<file path="config.mk">
export PLATFORM = sky130hd
export DESIGN_NAME = circular_deque
export DESIGN_NICKNAME = d
export VERILOG_FILES = /design/src/design/cdq_pkg.sv /design/src/design/cdq_cell.sv /design/src/design/cdq_ring.sv /design/src/design/circular_deque.sv
export SDC_FILE = /design/constraint.sdc
export NUM_CORES = 1
export LEC_CHECK = 0
export ABC_AREA = 0
export BUFFER_PORTS_ARGS = -buffer_cell sky130_fd_sc_hd__buf_4
export CAP_MARGIN = 20
export CORE_UTILIZATION = 50
export DETAILED_ROUTE_END_ITERATION = 16
export PLACE_DENSITY = 0.78
export SYNTH_ARGS = -nofsm -noshare
export SYNTH_HDL_FRONTEND = slang
export SYNTH_SLANG_ARGS = --single-unit
</file>
<file path="constraint.sdc">
create_clock -name clock -period 13.9 [get_ports clock]
set_clock_uncertainty 0.1 [all_clocks]
set_input_delay 2.78 -clock clock [delete_from_list [all_inputs] [get_ports clock]]
set_output_delay 2.78 -clock clock [all_outputs]
set_load 0.01 [all_outputs]
</file>
<file path="src/design/cdq_pkg.sv">
// Shared constants, codes and types for the circular deque.
`timescale 1ns / 1ps

package cdq_pkg;

   localparam int unsigned DATA_W    = 32;
   localparam int unsigned CMD_W     = 3;
   localparam int unsigned CAP_W     = 5;
   localparam int unsigned ST_W      = 2;
   localparam int unsigned DEPTH_DEF = 16;

   localparam logic [CAP_W-1:0] CAP_RESET = 5'd16;

   localparam int unsigned REQ_TDATA_W = 40;
   localparam int unsigned RSP_TDATA_W = 40;
   localparam int unsigned RSP_PAD_W   = RSP_TDATA_W - DATA_W - ST_W - 2;

   localparam logic [CMD_W-1:0] CMD_PUSH_FRONT = 3'd0;
   localparam logic [CMD_W-1:0] CMD_PUSH_REAR  = 3'd1;
   localparam logic [CMD_W-1:0] CMD_POP_FRONT  = 3'd2;
   localparam logic [CMD_W-1:0] CMD_POP_REAR   = 3'd3;
   localparam logic [CMD_W-1:0] CMD_PEEK_FRONT = 3'd4;
   localparam logic [CMD_W-1:0] CMD_PEEK_REAR  = 3'd5;

   localparam logic [ST_W-1:0] ST_OK        = 2'd0;
   localparam logic [ST_W-1:0] ST_OVERFLOW  = 2'd1;
   localparam logic [ST_W-1:0] ST_UNDERFLOW = 2'd2;

   typedef struct packed {
      logic              en;
      logic [DATA_W-1:0] data;
   } ring_wr_type;

endpackage

</file>
<file path="src/design/cdq_cell.sv">
// One storage cell of the rotating slot ring.
`timescale 1ns / 1ps

module cdq_cell import cdq_pkg::*; #(
   parameter int unsigned WIDTH = DATA_W
) (
   input  logic             clock,
   input  logic [WIDTH-1:0] nbr_i,
   input  logic             ld,
   input  logic [WIDTH-1:0] ld_data,
   output logic [WIDTH-1:0] q
);

   logic [WIDTH-1:0] word_ff;
   logic [WIDTH-1:0] word_in;

   // take the neighbor's word, or the new word when loading
   assign word_in = ld ? ld_data : nbr_i;

   always_ff @(posedge clock) begin
      word_ff <= word_in;
   end

   assign q = word_ff;

endmodule

</file>
<file path="src/design/cdq_ring.sv">
// Ring of cells that rotates every cycle; cell 0 shows the slot named by the phase.
`timescale 1ns / 1ps

module cdq_ring import cdq_pkg::*; #(
   parameter int unsigned DEPTH = DEPTH_DEF,
   parameter int unsigned WIDTH = DATA_W
) (
   input  logic                     clock,
   input  logic                     reset,
   input  ring_wr_type              wr,
   output logic [$clog2(DEPTH)-1:0] phase,
   output logic [WIDTH-1:0]         head_q
);

   localparam int unsigned IW = $clog2(DEPTH);

   logic [WIDTH-1:0] cq [DEPTH];
   logic [IW-1:0]    ph_ff;
   logic [IW-1:0]    ph_in;

   genvar i;
   generate
      for (i = 0; i < DEPTH; i++) begin : g_cell
         if (i == DEPTH - 1) begin : g_last
            // slot at cell 0 moves here; replace it on a write
            cdq_cell #(.WIDTH(WIDTH)) u_cell (
               .clock   (clock),
               .nbr_i   (cq[0]),
               .ld      (wr.en),
               .ld_data (WIDTH'(wr.data)),
               .q       (cq[i])
            );
         end else begin : g_mid
            cdq_cell #(.WIDTH(WIDTH)) u_cell (
               .clock   (clock),
               .nbr_i   (cq[i+1]),
               .ld      (1'b0),
               .ld_data (cq[i+1]),
               .q       (cq[i])
            );
         end
      end
   endgenerate

   assign ph_in = (ph_ff == IW'(DEPTH - 1)) ? '0 : ph_ff + 1'b1;

   always_ff @(posedge clock) begin
      if (reset) begin
         ph_ff <= '0;
      end else begin
         ph_ff <= ph_in;
      end
   end

   assign phase  = ph_ff;
   assign head_q = cq[0];

endmodule

</file>
<file path="src/design/circular_deque.sv">
// Circular deque top level: command decode, ring indices and result register.
// Pops, overflow, underflow, unused commands: result in the cycle after the transfer.
// Push and peek: the request waits in S_SLOT until the target slot rotates into cell 0
// of the ring, then the result is registered; one item is in work at a time.
// Reset (synchronous, active high): indices zero, deque empty, capacity 16.
// Slot contents are undefined after reset; there is no clearing pass.
`timescale 1ns / 1ps

module circular_deque import cdq_pkg::*; #(
   parameter int unsigned DEPTH = DEPTH_DEF
) (
   input  logic                   clock,
   input  logic                   reset,
   input  logic                   req_tvalid,
   output logic                   req_tready,
   // [2:0] command, [34:3] data_value, [39:35] zero
   input  logic [REQ_TDATA_W-1:0] req_tdata,
   output logic                   rsp_tvalid,
   input  logic                   rsp_tready,
   // [31:0] read_value, [33:32] status, [34] is_empty, [35] is_full, [39:36] zero
   output logic [RSP_TDATA_W-1:0] rsp_tdata,
   input  logic                   csr_wr_en,
   input  logic [CAP_W-1:0]       csr_wr_data
);

   localparam int unsigned IW = $clog2(DEPTH);
   localparam int unsigned CW = (CAP_W > IW + 1) ? CAP_W : IW + 1;

   typedef enum logic {S_IDLE, S_SLOT} state_type;

   function automatic logic [IW-1:0] wrap_inc(input logic [IW-1:0] idx,
                                              input logic [CW-1:0] cap);
      logic [CW-1:0] nx;
      nx = CW'(idx) + CW'(1);
      return (nx >= cap) ? '0 : nx[IW-1:0];
   endfunction

   function automatic logic [IW-1:0] wrap_dec(input logic [IW-1:0] idx,
                                              input logic [CW-1:0] cap);
      logic [CW-1:0] cm1;
      cm1 = cap - CW'(1);
      if (idx == '0 || CW'(idx) > cap) begin
         return cm1[IW-1:0];
      end
      return idx - 1'b1;
   endfunction

   state_type         state_ff, state_in;
   logic [IW-1:0]     head_ff, head_in;
   logic [IW-1:0]     tail_ff, tail_in;
   logic              empty_ff, empty_in;
   logic [CAP_W-1:0]  cap_ff, cap_in;
   logic [IW-1:0]     tgt_ff, tgt_in;
   logic              pend_wr_ff, pend_wr_in;
   logic [DATA_W-1:0] wdata_ff, wdata_in;
   logic              rsp_valid_ff, rsp_valid_in;
   logic [DATA_W-1:0] rv_ff, rv_in;
   logic [ST_W-1:0]   st_ff, st_in;
   logic              emp_o_ff, emp_o_in;
   logic              full_o_ff, full_o_in;

   logic [CW-1:0]     cap_eff;
   logic [CMD_W-1:0]  cmd;
   logic [DATA_W-1:0] val;
   logic              accept;
   logic              full_now;

   logic [IW-1:0]     s_head, s_tail, s_tgt;
   logic              s_empty, s_full, s_wr, s_rd;
   logic [ST_W-1:0]   s_st;
   logic [DATA_W-1:0] s_rv;

   ring_wr_type       ring_wr;
   logic [IW-1:0]     ph;
   logic [DATA_W-1:0] ring_q;
   logic              at_tgt;

   assign cmd    = req_tdata[CMD_W-1:0];
   assign val    = req_tdata[CMD_W +: DATA_W];
   assign accept = req_tvalid && req_tready;

   assign req_tready = (state_ff == S_IDLE) && (!rsp_valid_ff || rsp_tready);

   always_comb begin
      if (cap_ff == '0) begin
         cap_eff = CW'(1);
      end else if (CW'(cap_ff) > CW'(DEPTH)) begin
         cap_eff = CW'(DEPTH);
      end else begin
         cap_eff = CW'(cap_ff);
      end
   end

   assign full_now = !empty_ff && (wrap_inc(tail_ff, cap_eff) == head_ff);

   // decode one command against the current indices
   always_comb begin
      s_head  = head_ff;
      s_tail  = tail_ff;
      s_empty = empty_ff;
      s_st    = ST_OK;
      s_rv    = '0;
      s_wr    = 1'b0;
      s_rd    = 1'b0;
      s_tgt   = head_ff;
      case (cmd)
         CMD_PUSH_FRONT, CMD_PUSH_REAR: begin
            if (full_now) begin
               s_st = ST_OVERFLOW;
            end else if (empty_ff) begin
               s_head  = '0;
               s_tail  = '0;
               s_empty = 1'b0;
               s_wr    = 1'b1;
               s_tgt   = '0;
            end else if (cmd == CMD_PUSH_FRONT) begin
               s_head = wrap_dec(head_ff, cap_eff);
               s_wr   = 1'b1;
               s_tgt  = s_head;
            end else begin
               s_tail = wrap_inc(tail_ff, cap_eff);
               s_wr   = 1'b1;
               s_tgt  = s_tail;
            end
         end
         CMD_POP_FRONT, CMD_POP_REAR: begin
            if (empty_ff) begin
               s_st = ST_UNDERFLOW;
            end else if (head_ff == tail_ff) begin
               s_empty = 1'b1;
               s_head  = '0;
               s_tail  = '0;
            end else if (cmd == CMD_POP_FRONT) begin
               s_head = wrap_inc(head_ff, cap_eff);
            end else begin
               s_tail = wrap_dec(tail_ff, cap_eff);
            end
         end
         CMD_PEEK_FRONT, CMD_PEEK_REAR: begin
            if (empty_ff) begin
               s_st = ST_UNDERFLOW;
               s_rv = '1;
            end else begin
               s_rd  = 1'b1;
               s_tgt = (cmd == CMD_PEEK_FRONT) ? head_ff : tail_ff;
            end
         end
         default: begin
         end
      endcase
      s_full = !s_empty && (wrap_inc(s_tail, cap_eff) == s_head);
   end

   assign at_tgt       = (ph == tgt_ff);
   assign ring_wr.en   = (state_ff == S_SLOT) && pend_wr_ff && at_tgt;
   assign ring_wr.data = wdata_ff;

   always_comb begin
      state_in     = state_ff;
      head_in      = head_ff;
      tail_in      = tail_ff;
      empty_in     = empty_ff;
      cap_in       = csr_wr_en ? csr_wr_data : cap_ff;
      tgt_in       = tgt_ff;
      pend_wr_in   = pend_wr_ff;
      wdata_in     = wdata_ff;
      rsp_valid_in = rsp_valid_ff && !rsp_tready;
      rv_in        = rv_ff;
      st_in        = st_ff;
      emp_o_in     = emp_o_ff;
      full_o_in    = full_o_ff;
      case (state_ff)
         S_IDLE: begin
            if (accept) begin
               head_in   = s_head;
               tail_in   = s_tail;
               empty_in  = s_empty;
               rv_in     = s_rv;
               st_in     = s_st;
               emp_o_in  = s_empty;
               full_o_in = s_full;
               if (s_wr || s_rd) begin
                  // wait for the slot to come around
                  state_in   = S_SLOT;
                  tgt_in     = s_tgt;
                  pend_wr_in = s_wr;
                  wdata_in   = val;
               end else begin
                  rsp_valid_in = 1'b1;
               end
            end
         end
         S_SLOT: begin
            if (at_tgt) begin
               state_in     = S_IDLE;
               rsp_valid_in = 1'b1;
               if (!pend_wr_ff) begin
                  rv_in = ring_q;
               end
            end
         end
         default: begin
            state_in = S_IDLE;
         end
      endcase
   end

   always_ff @(posedge clock) begin
      if (reset) begin
         state_ff     <= S_IDLE;
         head_ff      <= '0;
         tail_ff      <= '0;
         empty_ff     <= 1'b1;
         cap_ff       <= CAP_RESET;
         rsp_valid_ff <= 1'b0;
      end else begin
         state_ff     <= state_in;
         head_ff      <= head_in;
         tail_ff      <= tail_in;
         empty_ff     <= empty_in;
         cap_ff       <= cap_in;
         rsp_valid_ff <= rsp_valid_in;
      end
      tgt_ff     <= tgt_in;
      pend_wr_ff <= pend_wr_in;
      wdata_ff   <= wdata_in;
      rv_ff      <= rv_in;
      st_ff      <= st_in;
      emp_o_ff   <= emp_o_in;
      full_o_ff  <= full_o_in;
   end

   cdq_ring #(
      .DEPTH (DEPTH),
      .WIDTH (DATA_W)
   ) u_ring (
      .clock  (clock),
      .reset  (reset),
      .wr     (ring_wr),
      .phase  (ph),
      .head_q (ring_q)
   );

   assign rsp_tvalid = rsp_valid_ff;
   assign rsp_tdata  = {{RSP_PAD_W{1'b0}}, full_o_ff, emp_o_ff, st_ff, rv_ff};

endmodule

</file>
==> flow_summary.toml <==
[outcome]
status = "complete, no violations"

[logic_synthesis]
syn-cell-area_um2 = 16070
synth.distinct_cells = 73
syn_inst = 1099
postSynth.asyncResetShare = 0
synth_edf_count = 73
ys.flop_type = "dfxtp_1"
ys_seq_area_frac = 0.7994
ys_seq_elements = 605
postSynthAreaPerCell_um2 = 14.62
yosysWarningCount = 0

[placement]
routabilityCongestion = 0.8770
place_area_um2 = 17110
io_buffers = 82
post-dp-hpwl_um = 17760
placed_cells = 1557

[floorplan]
die_h_um = 181.3
coreArea_um2 = 31560
die_x_um = 181.3
num_rows = 65
pin_count = 92
start_util = 0.5091
dieArea_um2 = 32850

[timing]
setup_violations = 0
slew-limit-headroom = 0.2620
setup_tns_ns = 0
rsz0062_at_grt = "false"
fmax_ghz = 0.1431
worst_pin_slew_ns = 1.105
period_minus_slack_ns = 6.986
hold_viol_final = 0
finalCritPeriodShare = 0.5026
final-max-slew-violation-count = 0

[worst_setup_path]
r2r-start = "tail_ff[0]"
critPathRequiredTime_ns = 14.10
path_class = "input pin to flip-flop"
crit_fanout = 8
cpLargestDelayFamily = "compound AO/OA/AOI/OAI gates"
critPathLaunchType = "input pin"
cp.arrival_ns = 7.19
crit_top_cell = "ha_1"
slowest_stage = "nor2_1"
slowest_delay_ns = 0.36
r2r-end = "full_o_ff"
ff2ff_path_depth = 25
crit_chain = "buf_4 -> inv_1 -> ha_1 -> nand2_1 -> nor2_1 -> nand2_1 -> or2_2 -> o2111a_1 -> a211oi_2 -> ha_1 -> inv_1 -> nor3b_1 -> o211ai_1 -> o2111ai_1 -> ha_1 -> nor2b_1 -> o21ai_0 -> nand2b_1 -> a21o_1 -> a21oi_1 -> nor2_1 -> o31ai_1 -> nor3_2"
endpoint_kind = "flip-flop"
cp_num_buf_inv = 3
reg2reg_slack_ns = 7.28

[power]
p_int_w = 0.002770
power_density_nw_per_um2 = 185.7
p_comb_frac = 0.053
p_sw_w = 0.0007621
vdd.ir_drop.worst_uv = 131.9
clkPwrFrac = 0.429
p_leak_nw = 7.805
sw_frac_of_total = 0.2158
p_seq_frac = 0.518

[min_path]
hold_end = "u_ring.g_cell[7].g_mid.u_cell.q[0]"
hp-class = "flip-flop to flip-flop"
min_from = "u_ring.g_cell[8].g_mid.u_cell.q[0]"
holdPathStages = 0

[final_layout]
final_cells = 1656
layout_common_cells = "531 x dfxtp_1, 95 x nand2_1, 88 x buf_4"
finalInstanceArea_um2 = 19020
final_common_cell = "dfxtp_1"
diodes = 0
area_delta_synth_final_pct = 18.40
layout-drive-gt1-share = 0.1818
final_nets = 1294
final_core_util = 0.6028

[clock_tree]
clk_latency_ns = 0.58
numCtsBuffers = 52
htree_levels = 2
ctsRootBufferMaster = "clkbuf_16"
clock_path_buffers = 3
cts_resized = 0
ctsHoldBuffers = 0
cts.sinks = 605
cts_tree = "built"
cts_setup_buffers = 0
clk_pin_slew_worst_paths_ns = 0.06

[routing]
vias = 8010
drt-initial-drc-count = 437
routed_wl_um = 28310
drc = 0
routed_via_density = 4.837
wl_per_cell_um = 17.09
dr.pass1.iters = 6
ant_nets = 0

[global_route]
grt_overflow = 0
grt_first_pass_wirelength_um = 44210
grtUsageTotal = 0.1763
antenna_found_initial = 0
grt_pass1_vias = 8115
grt_max_degree = 41

[run]
cap_violations = 0
[power by group through the flow]
stage | logic, W | registers, W | clock network, W
2_1_floorplan | 0.000117 | 0.00186 | 0
3_3_place_gp | 0.000182 | 0.00187 | 0
3_5_place_dp | 0.000186 | 0.00187 | 0
4_1_cts | 0.000187 | 0.00183 | 0.00155
5_1_grt | 0.000206 | 0.00183 | 0.00163
6_report | 0.000187 | 0.00183 | 0.00151
[stage by stage]
stage / hold WS (ns) / total power [W] / setup slack, ns
floorplan: 0.2096 / 0.001979 / 7.254
global placement: 0.2102 / 0.002050 / 6.337
detailed placement: 0.2121 / 0.002054 / 6.376
CTS: 0.2149 / 0.003568 / 6.953
global route: 0.2219 / 0.003664 / 6.628
finish: 0.2119 / 0.003532 / 6.914
[metal layers]
metal,track usage,wire length [um]
met2,0.2734,12680
met4,0.06373,624
met5,0,0
met1,0.2458,13570
met3,0.03487,1439
[flip-flops by register name, summed over array words and instances (netlist names), 2 cells and up]
register,flops
tgt_ff,4
u_ring.g_cell.g_last.u_cell.q,32
u_ring.g_cell.g_mid.u_cell.q,480
tail_ff,4
rv_ff,32
st_ff,2
u_ring.phase,4
cap_ff,5
head_ff,4
wdata_ff,32
[logic make-up after synthesis]
family,share of synthesized area
xor+xnor,0.01036
simple gates,0.06176
compound gates,0.05265
buf+inv,0.01612
flops,0.7994
other cells,0.0002334
mux,0.03240
fa+ha+maj,0.02710
[synth_stat cells (12+ instances only)]
master      n  area [um^2]
nand2_1    95        356.6
mux2i_1    12        120.1
mux2_2     33        371.6
nand3_1    12        60.06
edfxtp_1   73         2192
ha_1       34        425.4
clkbuf_1   23        86.33
inv_1      26        97.59
a21oi_1    30        150.1
dfxtp_1   532        10650
o21ai_0    16        80.08
nor2_1     42        157.7
[area by class of cell]
class / count / area [um^2]
Inverter: 27 / 101.3
Multi-Input combinational cell: 435 / 2999
Sequential cell: 605 / 12840
Clock inverter: 22 / 296.5
Clock buffer: 76 / 1598
Tap cell: 402 / 503.0
Fill cell: 2335 / 12530
Timing Repair Buffer: 89 / 680.7
[worst max-delay path by stage]
stage / to / start / slack, ns / cells after the start
finish: full_o_ff / req_tdata[2] / 6.91 / 23
CTS: full_o_ff / req_tdata[2] / 6.95 / 23
global route: full_o_ff / req_tdata[2] / 6.63 / 23
global placement: full_o_ff / req_tdata[2] / 6.34 / 23
detailed placement: full_o_ff / req_tdata[2] / 6.38 / 23
floorplan: full_o_ff / req_tdata[2] / 7.25 / 23
Power figures use the tool's default switching activity.
